===== config.mk =====
export PLATFORM = sky130hd
export DESIGN_NAME = voxel_face_cull_vertex_emitter
export DESIGN_NICKNAME = d
export VERILOG_FILES = /design/src/sv/vfce_pkg.sv /design/src/sv/vfce_front.sv /design/src/sv/vfce_fifo.sv /design/src/sv/vfce_back.sv /design/src/sv/voxel_face_cull_vertex_emitter.sv
export SDC_FILE = /design/constraint.sdc
export NUM_CORES = 1
export LEC_CHECK = 0
export ABC_AREA = 1
export BUFFER_PORTS_ARGS = -buffer_cell sky130_fd_sc_hd__buf_2
export CORE_UTILIZATION = 50
export CTS_CLUSTER_SIZE = 14
export DETAILED_ROUTE_END_ITERATION = 16
export GPL_ROUTABILITY_DRIVEN = 0
export HOLD_SLACK_MARGIN = 0.15
export PLACE_DENSITY = 0.68
export SYNTH_ARGS = -nofsm -noshare
export SYNTH_HDL_FRONTEND = slang
export SYNTH_SLANG_ARGS = --single-unit

===== constraint.sdc =====
create_clock -name aclk -period 9.1 [get_ports aclk]
set_input_delay 1.82 -clock aclk [delete_from_list [all_inputs] [get_ports aclk]]
set_output_delay 1.82 -clock aclk [all_outputs]
set_load 0.005 [all_outputs]

===== src/sv/vfce_pkg.sv =====
`default_nettype none
// ----------------------------------------------------------------------------
// vfce_pkg
// Shared types, face codes and lookup functions for the voxel face emitter.
// ----------------------------------------------------------------------------
package vfce_pkg;

    localparam int VERTS_PER_FACE = 6;
    localparam int NUM_FACES      = 6;

    typedef enum logic [2:0] {
        FACE_FRONT  = 3'd0,
        FACE_BACK   = 3'd1,
        FACE_LEFT   = 3'd2,
        FACE_RIGHT  = 3'd3,
        FACE_BOTTOM = 3'd4,
        FACE_TOP    = 3'd5
    } face_t;

    localparam logic [2:0] LAST_VERT = 3'(VERTS_PER_FACE - 1);

    // one queued voxel; faces holds the exposed faces, never zero
    typedef struct packed {
        logic signed [15:0] bx;
        logic signed [15:0] by;
        logic signed [15:0] bz;
        logic [7:0]         r;
        logic [7:0]         g;
        logic [7:0]         b;
        logic [5:0]         faces;
    } voxel_t;

    // corner code: bit0 x offset, bit1 y offset, bit2 z offset
    function automatic logic [2:0] corner_of(input face_t face, input logic [2:0] vert);
        logic [17:0] row;
        logic [2:0]  c;
        begin
            // vertex 0 in the low bits
            unique case (face)
                FACE_FRONT:  row = {3'd6, 3'd7, 3'd4, 3'd7, 3'd5, 3'd4};
                FACE_BACK:   row = {3'd3, 3'd2, 3'd0, 3'd1, 3'd3, 3'd0};
                FACE_LEFT:   row = {3'd0, 3'd2, 3'd4, 3'd2, 3'd6, 3'd4};
                FACE_RIGHT:  row = {3'd3, 3'd1, 3'd5, 3'd7, 3'd3, 3'd5};
                FACE_BOTTOM: row = {3'd4, 3'd5, 3'd0, 3'd5, 3'd1, 3'd0};
                FACE_TOP:    row = {3'd7, 3'd6, 3'd2, 3'd3, 3'd7, 3'd2};
                default:     row = '0;
            endcase
            case (vert)
                3'd0:    c = row[2:0];
                3'd1:    c = row[5:3];
                3'd2:    c = row[8:6];
                3'd3:    c = row[11:9];
                3'd4:    c = row[14:12];
                3'd5:    c = row[17:15];
                default: c = 3'd0;
            endcase
            return c;
        end
    endfunction

    // 1.8 fixed point; 256 leaves the color unshaded
    function automatic logic [8:0] shade_factor(input face_t face);
        logic [8:0] f;
        begin
            unique case (face)
                FACE_FRONT, FACE_BACK: f = 9'd205;
                FACE_LEFT, FACE_RIGHT: f = 9'd154;
                FACE_BOTTOM:           f = 9'd102;
                default:               f = 9'd256;
            endcase
            return f;
        end
    endfunction

    function automatic face_t lowest_face(input logic [5:0] faces);
        face_t f;
        begin
            f = FACE_FRONT;
            for (int i = NUM_FACES - 1; i >= 0; i--) begin
                if (faces[i]) begin
                    f = face_t'(3'(i));
                end
            end
            return f;
        end
    endfunction

endpackage
`default_nettype wire


===== src/sv/vfce_front.sv =====
`default_nettype none
// ----------------------------------------------------------------------------
// vfce_front
// Input stage: registers each voxel beat, works out its exposed faces and
// drops voxels that emit nothing.
// ----------------------------------------------------------------------------
module vfce_front
    import vfce_pkg::*;
(
    input  wire logic               aclk,
    input  wire logic               aresetn,
    input  wire logic signed [15:0] s_block_x,
    input  wire logic signed [15:0] s_block_y,
    input  wire logic signed [15:0] s_block_z,
    input  wire logic               s_block_solid,
    input  wire logic [7:0]         s_color_r,
    input  wire logic [7:0]         s_color_g,
    input  wire logic [7:0]         s_color_b,
    input  wire logic [5:0]         s_neighbor_solid_mask,
    input  wire logic               s_valid,
    output logic                    s_ready,
    output logic                    push_valid,
    input  wire logic               push_ready,
    output voxel_t                  push_data
);

    logic   valid_reg;
    voxel_t data_reg;
    logic [5:0] faces;
    logic   take;

    assign faces   = s_block_solid ? ~s_neighbor_solid_mask : 6'd0;
    assign s_ready = !valid_reg || push_ready;
    assign take    = s_valid && s_ready;

    always_ff @(posedge aclk) begin
        if (!aresetn) begin
            valid_reg <= 1'b0;
        end else if (s_ready) begin
            // hidden or empty voxels never enter the queue
            valid_reg <= take && (faces != 6'd0);
        end
    end

    always_ff @(posedge aclk) begin
        if (take) begin
            data_reg.bx    <= s_block_x;
            data_reg.by    <= s_block_y;
            data_reg.bz    <= s_block_z;
            data_reg.r     <= s_color_r;
            data_reg.g     <= s_color_g;
            data_reg.b     <= s_color_b;
            data_reg.faces <= faces;
        end
    end

    assign push_valid = valid_reg;
    assign push_data  = data_reg;

endmodule
`default_nettype wire


===== src/sv/vfce_fifo.sv =====
`default_nettype none
// ----------------------------------------------------------------------------
// vfce_fifo
// Short voxel queue between the front and back ends.
// ----------------------------------------------------------------------------
module vfce_fifo
    import vfce_pkg::*;
#(
    parameter int DEPTH = 4
) (
    input  wire logic   aclk,
    input  wire logic   aresetn,
    input  wire logic   wr_valid,
    output logic        wr_ready,
    input  wire voxel_t wr_data,
    output logic        rd_valid,
    input  wire logic   rd_ready,
    output voxel_t      rd_data
);

    localparam int AW = (DEPTH > 1) ? $clog2(DEPTH) : 1;
    localparam int CW = $clog2(DEPTH + 1);

    voxel_t        mem_reg [DEPTH];
    logic [AW-1:0] wr_ptr_reg;
    logic [AW-1:0] rd_ptr_reg;
    logic [CW-1:0] count_reg;
    logic          wr_en;
    logic          rd_en;

    assign wr_ready = (count_reg != CW'(DEPTH));
    assign rd_valid = (count_reg != '0);
    assign wr_en    = wr_valid && wr_ready;
    assign rd_en    = rd_valid && rd_ready;
    assign rd_data  = mem_reg[rd_ptr_reg];

    function automatic logic [AW-1:0] ptr_inc(input logic [AW-1:0] p);
        return (p == AW'(DEPTH - 1)) ? '0 : p + AW'(1);
    endfunction

    always_ff @(posedge aclk) begin
        if (!aresetn) begin
            wr_ptr_reg <= '0;
            rd_ptr_reg <= '0;
            count_reg  <= '0;
        end else begin
            if (wr_en) begin
                wr_ptr_reg <= ptr_inc(wr_ptr_reg);
            end
            if (rd_en) begin
                rd_ptr_reg <= ptr_inc(rd_ptr_reg);
            end
            if (wr_en && !rd_en) begin
                count_reg <= count_reg + CW'(1);
            end else if (rd_en && !wr_en) begin
                count_reg <= count_reg - CW'(1);
            end
        end
    end

    always_ff @(posedge aclk) begin
        if (wr_en) begin
            mem_reg[wr_ptr_reg] <= wr_data;
        end
    end

    a_count_bound: assert property (@(posedge aclk) disable iff (!aresetn)
        count_reg <= CW'(DEPTH))
        else $error("queue count over depth");

    a_ptrs_meet_when_empty: assert property (@(posedge aclk) disable iff (!aresetn)
        (count_reg == '0) |-> (wr_ptr_reg == rd_ptr_reg))
        else $error("queue pointers apart while empty");

    a_count_tracks: assert property (@(posedge aclk) disable iff (!aresetn)
        (wr_en && !rd_en) |=> (count_reg == $past(count_reg) + CW'(1)))
        else $error("queue count missed a write");

endmodule
`default_nettype wire


===== src/sv/vfce_back.sv =====
`default_nettype none
// ----------------------------------------------------------------------------
// vfce_back
// Vertex generator: walks the exposed faces of the head voxel, one vertex
// per cycle while the output is not stalled, into a registered output stage.
// ----------------------------------------------------------------------------
module vfce_back
    import vfce_pkg::*;
(
    input  wire logic               aclk,
    input  wire logic               aresetn,
    input  wire logic               rd_valid,
    output logic                    rd_ready,
    input  wire voxel_t             rd_data,
    output logic signed [16:0]      m_pos_x,
    output logic signed [16:0]      m_pos_y,
    output logic signed [16:0]      m_pos_z,
    output logic [7:0]              m_shade_r,
    output logic [7:0]              m_shade_g,
    output logic [7:0]              m_shade_b,
    output logic [2:0]              m_face_id,
    output logic                    m_last,
    output logic                    m_valid,
    input  wire logic               m_ready
);

    logic       work_valid_reg;
    voxel_t     work_reg;
    logic [5:0] rem_reg;
    logic [2:0] vert_reg;

    logic               m_valid_reg;
    logic signed [16:0] pos_x_reg, pos_y_reg, pos_z_reg;
    logic [7:0]         shade_r_reg, shade_g_reg, shade_b_reg;
    face_t              face_reg;
    logic               last_reg;

    face_t       face;
    logic [2:0]  corner;
    logic [8:0]  factor;
    logic [5:0]  rem_clr;
    logic        adv;
    logic        face_done;
    logic        item_done;
    logic        pop;
    logic [16:0] prod_r, prod_g, prod_b;

    assign face      = lowest_face(rem_reg);
    assign corner    = corner_of(face, vert_reg);
    assign factor    = shade_factor(face);
    assign rem_clr   = rem_reg & (rem_reg - 6'd1);
    assign adv       = work_valid_reg && (!m_valid_reg || m_ready);
    assign face_done = (vert_reg == LAST_VERT);
    assign item_done = face_done && (rem_clr == 6'd0);
    assign pop       = rd_valid && (!work_valid_reg || (adv && item_done));
    assign rd_ready  = !work_valid_reg || (adv && item_done);

    assign prod_r = 17'(work_reg.r) * 17'(factor);
    assign prod_g = 17'(work_reg.g) * 17'(factor);
    assign prod_b = 17'(work_reg.b) * 17'(factor);

    always_ff @(posedge aclk) begin
        if (!aresetn) begin
            work_valid_reg <= 1'b0;
            m_valid_reg    <= 1'b0;
            rem_reg        <= '0;
            vert_reg       <= '0;
        end else begin
            if (adv) begin
                m_valid_reg <= 1'b1;
            end else if (m_ready) begin
                m_valid_reg <= 1'b0;
            end

            if (pop) begin
                work_valid_reg <= 1'b1;
                rem_reg        <= rd_data.faces;
                vert_reg       <= '0;
            end else if (adv) begin
                if (face_done) begin
                    vert_reg <= '0;
                    rem_reg  <= rem_clr;
                    if (item_done) begin
                        work_valid_reg <= 1'b0;
                    end
                end else begin
                    vert_reg <= vert_reg + 3'd1;
                end
            end
        end
    end

    always_ff @(posedge aclk) begin
        if (pop) begin
            work_reg <= rd_data;
        end
        if (adv) begin
            pos_x_reg   <= {work_reg.bx[15], work_reg.bx} + {16'd0, corner[0]};
            pos_y_reg   <= {work_reg.by[15], work_reg.by} + {16'd0, corner[1]};
            pos_z_reg   <= {work_reg.bz[15], work_reg.bz} + {16'd0, corner[2]};
            shade_r_reg <= prod_r[15:8];
            shade_g_reg <= prod_g[15:8];
            shade_b_reg <= prod_b[15:8];
            face_reg    <= face;
            last_reg    <= item_done;
        end
    end

    assign m_valid   = m_valid_reg;
    assign m_pos_x   = pos_x_reg;
    assign m_pos_y   = pos_y_reg;
    assign m_pos_z   = pos_z_reg;
    assign m_shade_r = shade_r_reg;
    assign m_shade_g = shade_g_reg;
    assign m_shade_b = shade_b_reg;
    assign m_face_id = face_reg;
    assign m_last    = last_reg;

    a_work_has_faces: assert property (@(posedge aclk) disable iff (!aresetn)
        work_valid_reg |-> (rem_reg != 6'd0))
        else $error("active voxel with no faces left");

    a_vert_range: assert property (@(posedge aclk) disable iff (!aresetn)
        vert_reg <= LAST_VERT)
        else $error("vertex index out of range");

    a_face_holds: assert property (@(posedge aclk) disable iff (!aresetn)
        (adv && !face_done) |=> (face == $past(face)))
        else $error("face changed inside a face");

endmodule
`default_nettype wire


===== src/sv/voxel_face_cull_vertex_emitter.sv =====
`default_nettype none
// ----------------------------------------------------------------------------
// voxel_face_cull_vertex_emitter
// Culls hidden faces of one voxel per beat and emits six vertices per
// exposed face, shaded per face.
// ----------------------------------------------------------------------------
// A voxel beat is taken by the input stage. A voxel that is not solid or is
// fully enclosed emits nothing and never enters the queue. A voxel with n
// exposed faces gets 6*n vertices (up to 36) from the vertex generator, one
// vertex per cycle through its output register while m_ready does not stall
// it; this generator sets the sustained rate. A queue of FIFO_DEPTH voxels
// lets the input side keep taking beats while vertices drain. A beat reaches
// its first vertex through the input register, the queue, the work register
// and the output register. The last vertex of each voxel has m_last set.
// ----------------------------------------------------------------------------
module voxel_face_cull_vertex_emitter
    import vfce_pkg::*;
#(
    parameter int FIFO_DEPTH = 4
) (
    input  wire logic               aclk,
    input  wire logic               aresetn,
    input  wire logic signed [15:0] s_block_x,
    input  wire logic signed [15:0] s_block_y,
    input  wire logic signed [15:0] s_block_z,
    input  wire logic               s_block_solid,
    input  wire logic [7:0]         s_color_r,
    input  wire logic [7:0]         s_color_g,
    input  wire logic [7:0]         s_color_b,
    input  wire logic [5:0]         s_neighbor_solid_mask,
    input  wire logic               s_valid,
    output logic                    s_ready,
    output logic signed [16:0]      m_pos_x,
    output logic signed [16:0]      m_pos_y,
    output logic signed [16:0]      m_pos_z,
    output logic [7:0]              m_shade_r,
    output logic [7:0]              m_shade_g,
    output logic [7:0]              m_shade_b,
    output logic [2:0]              m_face_id,
    output logic                    m_last,
    output logic                    m_valid,
    input  wire logic               m_ready
);

    logic   push_valid;
    logic   push_ready;
    voxel_t push_data;
    logic   rd_valid;
    logic   rd_ready;
    voxel_t rd_data;

    vfce_front u_front (
        .aclk                  (aclk),
        .aresetn               (aresetn),
        .s_block_x             (s_block_x),
        .s_block_y             (s_block_y),
        .s_block_z             (s_block_z),
        .s_block_solid         (s_block_solid),
        .s_color_r             (s_color_r),
        .s_color_g             (s_color_g),
        .s_color_b             (s_color_b),
        .s_neighbor_solid_mask (s_neighbor_solid_mask),
        .s_valid               (s_valid),
        .s_ready               (s_ready),
        .push_valid            (push_valid),
        .push_ready            (push_ready),
        .push_data             (push_data)
    );

    vfce_fifo #(
        .DEPTH (FIFO_DEPTH)
    ) u_fifo (
        .aclk     (aclk),
        .aresetn  (aresetn),
        .wr_valid (push_valid),
        .wr_ready (push_ready),
        .wr_data  (push_data),
        .rd_valid (rd_valid),
        .rd_ready (rd_ready),
        .rd_data  (rd_data)
    );

    vfce_back u_back (
        .aclk      (aclk),
        .aresetn   (aresetn),
        .rd_valid  (rd_valid),
        .rd_ready  (rd_ready),
        .rd_data   (rd_data),
        .m_pos_x   (m_pos_x),
        .m_pos_y   (m_pos_y),
        .m_pos_z   (m_pos_z),
        .m_shade_r (m_shade_r),
        .m_shade_g (m_shade_g),
        .m_shade_b (m_shade_b),
        .m_face_id (m_face_id),
        .m_last    (m_last),
        .m_valid   (m_valid),
        .m_ready   (m_ready)
    );

endmodule
`default_nettype wire

### Word level (Yosys, flattened, before mapping)

Memories as Yosys holds them, arrays and structs flattened. A register that Yosys moved wholly into a read port is not among the register bits.
Index checks and enable logic that the tools add are counted.

* register bits after elaboration: 248
* memory bits (writable): 312
* bits of input ports: 83
* output and inout bits: 81
* word-level logic and storage cells: 118
* memories: 1

Memory list
* u_fifo.mem_reg: words 4, width 78, rd ports 1, clocked after memory_dff 1, wr ports 1, RTL line vfce_fifo.sv:24 `voxel_t mem_reg [DEPTH];`

* $add $sub $neg: 9
* multipliers: 3
* equal/unequal tests: 13
* muxes and demuxes: 28
* bitwise gates (word level): 3
* reductions and logical operators: 32

Operators by type and width (number)
* $pmux W18 S6: 1
* $add A16 B2 Y17: 3
* $mul A8 B9 Y16: 3
* $mux W3: 9
* $pmux W9 S3: 1
* $mux W6: 4
* $pmux W3 S6: 1
* $eq A3 B2 Y1 const B: 4
* $eq A3 B3 Y1 const B: 4
* $reduce_bool A2 Y1: 5
* $logic_and A1 B1 Y1: 9
* $mux W1: 8
* $mux W2: 4
* $add A3 B1 Y3 const B: 2
* $and A6 B6 Y6: 1
* $eq A3 B1 Y1 const B: 2
* $logic_not A3 Y1: 2
* $logic_not A6 Y1: 1
* $not A6 Y6: 1
* $reduce_bool A6 Y1: 1
* $reduce_or A2 Y1: 3
* $sub A6 B1 Y6 const B: 1
* $logic_not A1 Y1: 5
* $add A2 B1 Y2 const B: 2
* other kinds (8): 11

### Depth between registers and ports, before layout

Gate-level depths: netlist of the first run.

* word-level depth: 10
* depth in mapped cells: 26

### Modules after synthesis

A second synthesis of the first run with hierarchy kept.

* cells, all modules: 2115
* area total of the unflattened synthesis: 26718.1 sq um

By module, submodules not included
* vfce_back: times used 1, cells each 1194, area an instance 12213.0 sq um, sequential area each 4754.6 sq um
* vfce_fifo: times used 1, cells each 824, area an instance 12059.1 sq um, sequential area each 9549.2 sq um
* vfce_front: times used 1, cells each 97, area an instance 2446.1 sq um, sequential area each 2362.3 sq um

### Worst setup path before layout of the first run

No wires, ideal clock.

* kind: input -> register
* start point: in m_ready
* end point: reg u_back.work_reg[10] in the netlist's numbering, enable pin
* data arrival time: 5.638 ns
* required time: 8.674 ns
* setup slack: 3.036 ns
* stages: 8
* cell sequence: inv_1 nand2_1 nand2_1 inv_1 nand4_2 nand2_4 nand2_2 inv_1

* cells in the longest elaborated chain, start to end: 5

Ends and longest elaborated chain
* start: declaration: RTL line voxel_face_cull_vertex_emitter.sv:42 `input wire logic m_ready`
* $logic_or A1 B1 Y1: RTL line vfce_back.sv:52 `assign adv = work_valid_reg && (!m_valid_reg || m_ready);`
* $logic_and A1 B1 Y1: RTL line vfce_back.sv:52
* via u_back.adv: RTL line vfce_back.sv:42 `logic adv;`
* $logic_and A1 B1 Y1: RTL line vfce_back.sv:55 `assign pop = rd_valid && (!work_valid_reg || (adv && item_done));`
* $logic_or A1 B1 Y1: RTL line vfce_back.sv:55
* $logic_and A1 B1 Y1: RTL line vfce_back.sv:55
* via u_back.pop: RTL line vfce_back.sv:45 `logic pop;`
* end signal: assignment: RTL line vfce_back.sv:95 `work_reg <= rd_data;`
* end: declaration: RTL line vfce_back.sv:28 `voxel_t work_reg;`

The timed path passes the listed nets, and every way through them passes these cells.
A chain may end at the register's enable or synchronous reset.

### Worst setup path after layout of the first run

* start point: reg u_back.rem_reg[4]
* end point: reg u_back.shade_g_reg[5] (netlist: u_back.m_shade_g[5]), data pin

* cells in the longest elaborated chain, start to end: 9
* elaborated cells on any way between the ends: 14
* those cells by class: mul: 1; eq/ne: 4; mux: 6; reduce/logical: 3

Ends and longest elaborated chain
* start: declaration: RTL line vfce_back.sv:29 `logic [5:0] rem_reg;`
* start signal: assignment: RTL line vfce_back.sv:77 `rem_reg <= rd_data.faces;`
* start signal: assignment: RTL line vfce_back.sv:82 `rem_reg <= rem_clr;`
* $mux W3 (*) (5 in series): RTL line vfce_pkg.sv:80 `if (faces[i]) begin`
* via u_back.face[2]: RTL line vfce_back.sv:38 `face_t face;`
* $eq A3 B2 Y1, or another cell as far along: RTL line vfce_pkg.sv:65 `unique case (face)`
* $reduce_or A2 Y1: RTL line vfce_pkg.sv:65
* $pmux W9 S3 (*): RTL line vfce_pkg.sv:65
* $mul A8 B9 Y16 (*): RTL line vfce_back.sv:59 `assign prod_g = 17'(work_reg.g) * 17'(factor);`
* via u_back.prod_g[13]: RTL line vfce_back.sv:46 `logic [16:0] prod_r, prod_g, prod_b;`
* end signal: assignment: RTL line vfce_back.sv:102 `shade_g_reg <= prod_g[15:8];`
* end: declaration: RTL line vfce_back.sv:34 `logic [7:0] shade_r_reg, shade_g_reg, shade_b_reg;`

The timed path passes the listed nets; every way through them passes the cells marked *.

==> results of run 1 <==
[layer usage]
metal  GRT usage (%)  wire (um)  vias up
met5               0         86        -
met2            36.3      28000      501
met4            7.68       1860       14
met3            3.88       3160      140
li1                -          -     7577
met1            24.7      21700     7883
[synthesized netlist by cell type, drive strengths merged]
master and n:
a211oi 3, xor2 40, nor3 6, a21boi 3, o21ai 180, o21bai 6, buf 22, dfxtp 21
ha 109, clkbuf 44, edfxtp 541, nand4 17, nand2 174, nand3b 4, nand3 46, o21a 2
inv 298, nor2 316, a31oi 1, o22ai 78, or2 1, a21oi 49, a22oi 1, a41oi 1
o31ai 2, o211ai 2, xnor2 30, fa 121, o2111ai 1, nor4 2
[worst max-delay path, stage by stage (launching register included)]
cell and delay (ns):
dfxtp_1 0.38, o211ai_4 0.79, inv_2 0.16, nand4_4 0.34, nand2_2 0.39, nor2_1 0.30, inv_1 0.10, fa_1 0.55
inv_1 0.06, fa_1 0.50, fa_1 0.49, inv_1 0.05, fa_1 0.47, inv_1 0.04, ha_1 0.36, a21oi_1 0.11
o21a_1 0.19, nand2_1 0.13, nand2_1 0.08, o21ai_0 0.21, nand2_1 0.07, inv_1 0.06, nor2_1 0.03
[per-stage QoR]
stage | util, % | std cells
detailed placement | 53.6 | 2921
finish | 56.7 | 3018
CTS | 56.7 | 3018
global route | 56.7 | 3018
global placement | 53.6 | 2921
floorplan | - | 2121
[cells by family (layout without fill, tap and decap cells)]
logic type               count (synthesis)  count (layout)
XOR/XNOR                                70              70
adder cells (fa/ha/maj)                230             230
AND/OR/NAND/NOR                        566             566
buffers and inverters                  364             573
flip-flops                             562             562
AO/OA/AOI/OAI                          329             329
[placed cells by master (no fill, tap or decap), types with 54 or more instances in the layout]
cell / count
fa_1: 121
nor2_1: 305
ha_1: 109
o22ai_1: 78
inv_1: 290
buf_2: 163
clkbuf_16: 54
nand2_1: 166
edfxtp_1: 541
o21ai_0: 177
[final cells by class]
type                    count  area [sq um]
well taps                 688           861
clock inverters            33           272
fillers                  4227         22800
repair buffers            178           928
multi-input cells        1195          8630
clock buffers              64          1390
inverters                 298          1130
flip-flops and latches    562         16700
[path summary, 6_finish.rpt]
check	startpoint	end	slack (ns)	cells past startpoint
max	u_back.rem_reg[4]	u_back.m_shade_g[5]	2.99	22
min	u_front.push_data[67]	u_fifo.mem_reg[2][67]	0.49	0
max reg2reg	u_back.rem_reg[4]	u_back.m_shade_g[5]	2.99	22
min reg2reg	u_front.push_data[67]	u_fifo.mem_reg[2][67]	0.49	0
==> impl_metrics.tcl, run 1 <==
set metrics [dict create \
    drtIter0Drc 1045 \
    post-route-min-period_ns 6.11 \
    setup_ws_ns 2.99 \
    track_usage_pct 20.5 \
    vias 16100 \
    setup_viol 0 \
    cts_root_buf "clkbuf_16" \
    first_global_vias 16400 \
    cts_buffers 54 \
    cp.arrival_ns 6.46 \
    dpl-instance-area_sq_um 28200 \
    required_ns 9.45 \
    antenna_found_initial 7 \
    slew_violations 0 \
    largest_reg_flops 312 \
    grt_pass1_wl_um 85600 \
    synth_area_leaders "edfxtp_1, fa_1, ha_1" \
    crit_path_end_kind "register" \
    ys_ff_latch 562 \
    path_max_fanout 30 \
    synth-compound-area-share_pct 6.90 \
    hold_viol_final 0 \
    ys_types 51 \
    post-place-ws_ns 3.06 \
    cts_resized 0 \
    synth_fa_ha_area_share_pct 14.2 \
    rsz0062_at_grt "false" \
    cts_sinks 562 \
    status "finished clean" \
    path_class "register to register" \
    max_slew_margin_pct 26.0 \
    final_antenna_net_count 0 \
    grt-ovfl-total 0 \
    clockBufferDepth 3 \
    synth_area_sq_um 26700 \
    routed_wl_um 54900 \
    die_w_um 233 \
    cts_setup_buffers 0 \
    dpl.hpwl_um 36000 \
    final.setup.tns_ns 0 \
    htreeDepth 2 \
    rows 84 \
    hold_ws_ns 0.486 \
    fin_nets 2602 \
    synth_top_area_share_pct 60.9 \
    die_area_sq_um 54300 \
    wl_per_cell_um 18.2 \
    drc 0 \
    io_pins 164 \
    io_buffers 163 \
    syn_to_final_growth_pct 12.0 \
    critPathLaunchType "register" \
    fin_crit_sh_pct 67.1 \
    start_util_pct 50.7 \
    layout-drive-gt1-share_pct 12.7 \
    hold_buffers 0 \
    finClkSkew_ns 0.0159 \
    hold_class "register to register" \
    clk_pin_slew_worst_paths_ns 0.06 \
    synth.area.mux_share_pct 0 \
    cts_tree "done" \
    synthesis.nets 2434 \
    synth_seq_area_share_pct 62.4 \
    design_area_sq_um 29900 \
    synth_top_family_by_area "adder cells" \
    insertion_delay_ns 0.60 \
    fmax_mhz 164 \
    yosysWarnings 0 \
    fp.dieH_um 233 \
    grt_start_max_net_pins 83 \
    synthCells 2121 \
    synth_xor_area_share_pct 2.30 \
    core_area_sq_um 52700 \
    diodes 0 \
    synth-simple-area-share_pct 8.83 \
    syn_avg_cell_area_sq_um 12.6 \
    worst_pin_slew_ns 1.11 \
    vias_per_cell 5.34 \
    synth_top_area_cell "edfxtp_1" \
    first_pass_iters 5 \
    drv_cap 0 \
]
Power of run 1 is left out: the tool's default activity adds up to more than one toggle a clock period on the data nets, which glitch-free logic cannot reach.
==> run 2, diff against run 1 <==
Settings changed: ABC_AREA 1 to 0.
Clock period 9.1 ns to 5.7 ns, I/O delays scaled along.
==> run 2 against run 1 <==
Net effect: final area down 0.56%; core utilization grew 0.94 points; cell count fell by 16%; clock skew grew 0.026 ns; largest cell class unchanged; flip-flop and latch count stayed put.
==> impl_metrics.tcl, run 2 <==
set metrics [dict create \
    yosysMostFrequentCell "edfxtp_1" \
    synth_area_leaders "edfxtp_1, fa_1, mux4_2" \
    ys_types 56 \
    grt_pass1_wl_um 76000 \
    final_antenna_net_count 0 \
    start_util_pct 50.7 \
    synth_top_area_share_pct 62.2 \
    layout-drive-gt1-share_pct 20.0 \
    critPathLaunchType "register" \
    cts_resized 0 \
    io_buffers 163 \
    yosys-top-cells-count "edfxtp_1, inv_1, fa_1" \
    path_max_fanout 7 \
    cts_buffers 55 \
    die_w_um 231 \
    fin_nets 2132 \
    cts_root_buf "clkbuf_16" \
    drc 0 \
    critical_path_depth 18 \
    cp.arrival_ns 5.77 \
    antenna_found_initial 2 \
    first_global_vias 14200 \
    final.setup.tns_ns 0 \
    hold_buffers 0 \
    synth_fa_ha_area_share_pct 14.6 \
    cts_setup_buffers 0 \
    fill_cells 4027 \
    worst-path-buf-inv 3 \
    synth-simple-area-share_pct 6.44 \
    drv_cap 0 \
    clk_pin_slew_worst_paths_ns 0.06 \
    track_usage_pct 18.6 \
    rsz0062_at_grt "false" \
    crit_path_end_kind "register" \
    die_area_sq_um 53200 \
    synth_area_sq_um 26100 \
    ys_async_sr_fraction_pct 0 \
    finClkSkew_ns 0.0419 \
    reg2reg_depth 18 \
    critPathTopFamily "adder cells" \
    grt_start_max_net_pins 59 \
    slew_violations 0 \
    cts_sinks 562 \
    insertion_delay_ns 0.62 \
    synth_top_area_cell "edfxtp_1" \
    hold_class "register to register" \
    synth-compound-area-share_pct 2.23 \
    largest_reg_flops 312 \
    max_stage_delay_ns 0.58 \
    io_pins 164 \
    drtIter0Drc 908 \
    synth_top_family_by_area "adder cells" \
    vias_per_cell 5.22 \
    grt-ovfl-total 0 \
    ys_ff_latch 562 \
    cts_tree "done" \
    synth-main-ff-cell "edfxtp_1" \
    synth_xor_area_share_pct 2.51 \
    status "finished clean" \
    wl_per_cell_um 18.8 \
    htreeDepth 2 \
    setup_viol 0 \
    vias 13300 \
    synth_seq_area_share_pct 63.8 \
    fin_crit_sh_pct 95.2 \
    fp.dieH_um 231 \
    synth.area.mux_share_pct 6.84 \
    final_cell_mix "edfxtp_1, inv_1, buf_2, fa_1, ha_1" \
    syn_to_final_growth_pct 13.7 \
    first_pass_iters 5 \
    path_class "register to register" \
    synthCells 1612 \
    rows 83 \
    max_slew_margin_pct 36.8 \
    dpl.hpwl_um 32100 \
    yosysWarnings 0 \
    diodes 0 \
    cp_cell_sequence "or4_4 -> nor3b_2 -> nor2_2 -> and2_1 -> fa_1 -> fa_1 -> fa_1 -> inv_1 -> fa_1 -> inv_1 -> ha_1 -> nor3_1 -> o21ai_0 -> a2111oi_1 -> buf_4 -> o31ai_1 -> a21oi_1 -> xnor2_1" \
    hold_viol_final 0 \
    post-route-min-period_ns 5.43 \
    syn_avg_cell_area_sq_um 16.2 \
    final_common_cell "edfxtp_1" \
    clockBufferDepth 3 \
    fmax_mhz 184 \
    worst_pin_slew_ns 0.948 \
    required_ns 6.04 \
    routed_wl_um 47800 \
    synthesis.nets 1925 \
    critPathSlowestCell "or4_4" \
    core_area_sq_um 51500 \
    crit_path_frequent_cell "fa_1" \
    synth_edf_count 541 \
    min_path_cells 0 \
]
## run 2: cell count changes after synthesis, sizes merged, moves of 17 or more
cell / change
a21oi: -39
and2: +64
and3: +31
inv: -95
mux4: +78
nand2: -77
nand3: -21
nor2: -267
nor2b: +17
o21ai: -163
o22ai: -77
xnor2: +27
xor2: -22
## run 2: logic make-up (layout without fill, tap and decap cells)
kind of cell	after synthesis	count (layout)
DFF	562	562
buffers and inverters	247	501
and+or+nand+nor	332	332
muxes	81	81
adders and majority gates	232	232
AOI/OAI and AO/OA	83	83
xor gates and xnor gates	75	75
## run 2: metrics by stage
| step | setup WS (ns) | utilization [%] | instances | instance area (sq um) | hold WS, ns |
|---|---|---|---|---|---|
| floorplan | 0.0103 | - | 1612 | 26100 | 0.459 |
| global placement | 0.281 | 54.1 | 2442 | 27900 | 0.466 |
| detailed placement | 0.210 | 54.1 | 2442 | 27900 | 0.481 |
| CTS | 0.171 | 57.7 | 2546 | 29700 | 0.494 |
| global route | 0.0114 | 57.7 | 2546 | 29700 | 0.507 |
| finish | 0.272 | 57.7 | 2546 | 29700 | 0.487 |
## run 2: final cells by class
type	instances	area, sq um	share of cell area, %
Inverter	204	767	2.58
Sequential cell	562	16700	56.1
Timing Repair Buffer	193	1040	3.50
Multi-Input combinational cell	803	8560	28.8
Tap cell	680	851	2.86
Clock inverter	36	385	1.30
Clock buffer	68	1440	4.83
## run 2: path summary, 6_finish.rpt
path / from / slack [ns] / endpoint
min: u_front.push_data[53] / 0.49 / u_fifo.mem_reg[3][53]
max reg2reg: u_back.rem_reg[0] / 0.27 / u_back.m_shade_r[7]
min reg2reg: u_front.push_data[53] / 0.49 / u_fifo.mem_reg[3][53]
max: u_back.rem_reg[0] / 0.27 / u_back.m_shade_r[7]
## run 2: worst reg2reg max path, cell delays in order (launching register included)
cell and delay [ns]:
dfxtp_1 0.35, or4_4 0.58, nor3b_2 0.25, nor2_2 0.11, and2_1 0.22, fa_1 0.52
fa_1 0.51, fa_1 0.54, inv_1 0.05, fa_1 0.52, inv_1 0.04, ha_1 0.23
nor3_1 0.14, o21ai_0 0.14, a2111oi_1 0.43, buf_4 0.19, o31ai_1 0.09, a21oi_1 0.18
xnor2_1 0.09
## run 2: routing by layer
metal	vias to the layer above	track usage (%)	share of wire (%)
li1	6208	-	-
met1	6649	24.7	42
met2	347	31.6	50
met3	79	3.22	5.3
met4	4	5.24	2.2
met5	-	0	0.042
Power of run 2 is left out for the same reason.
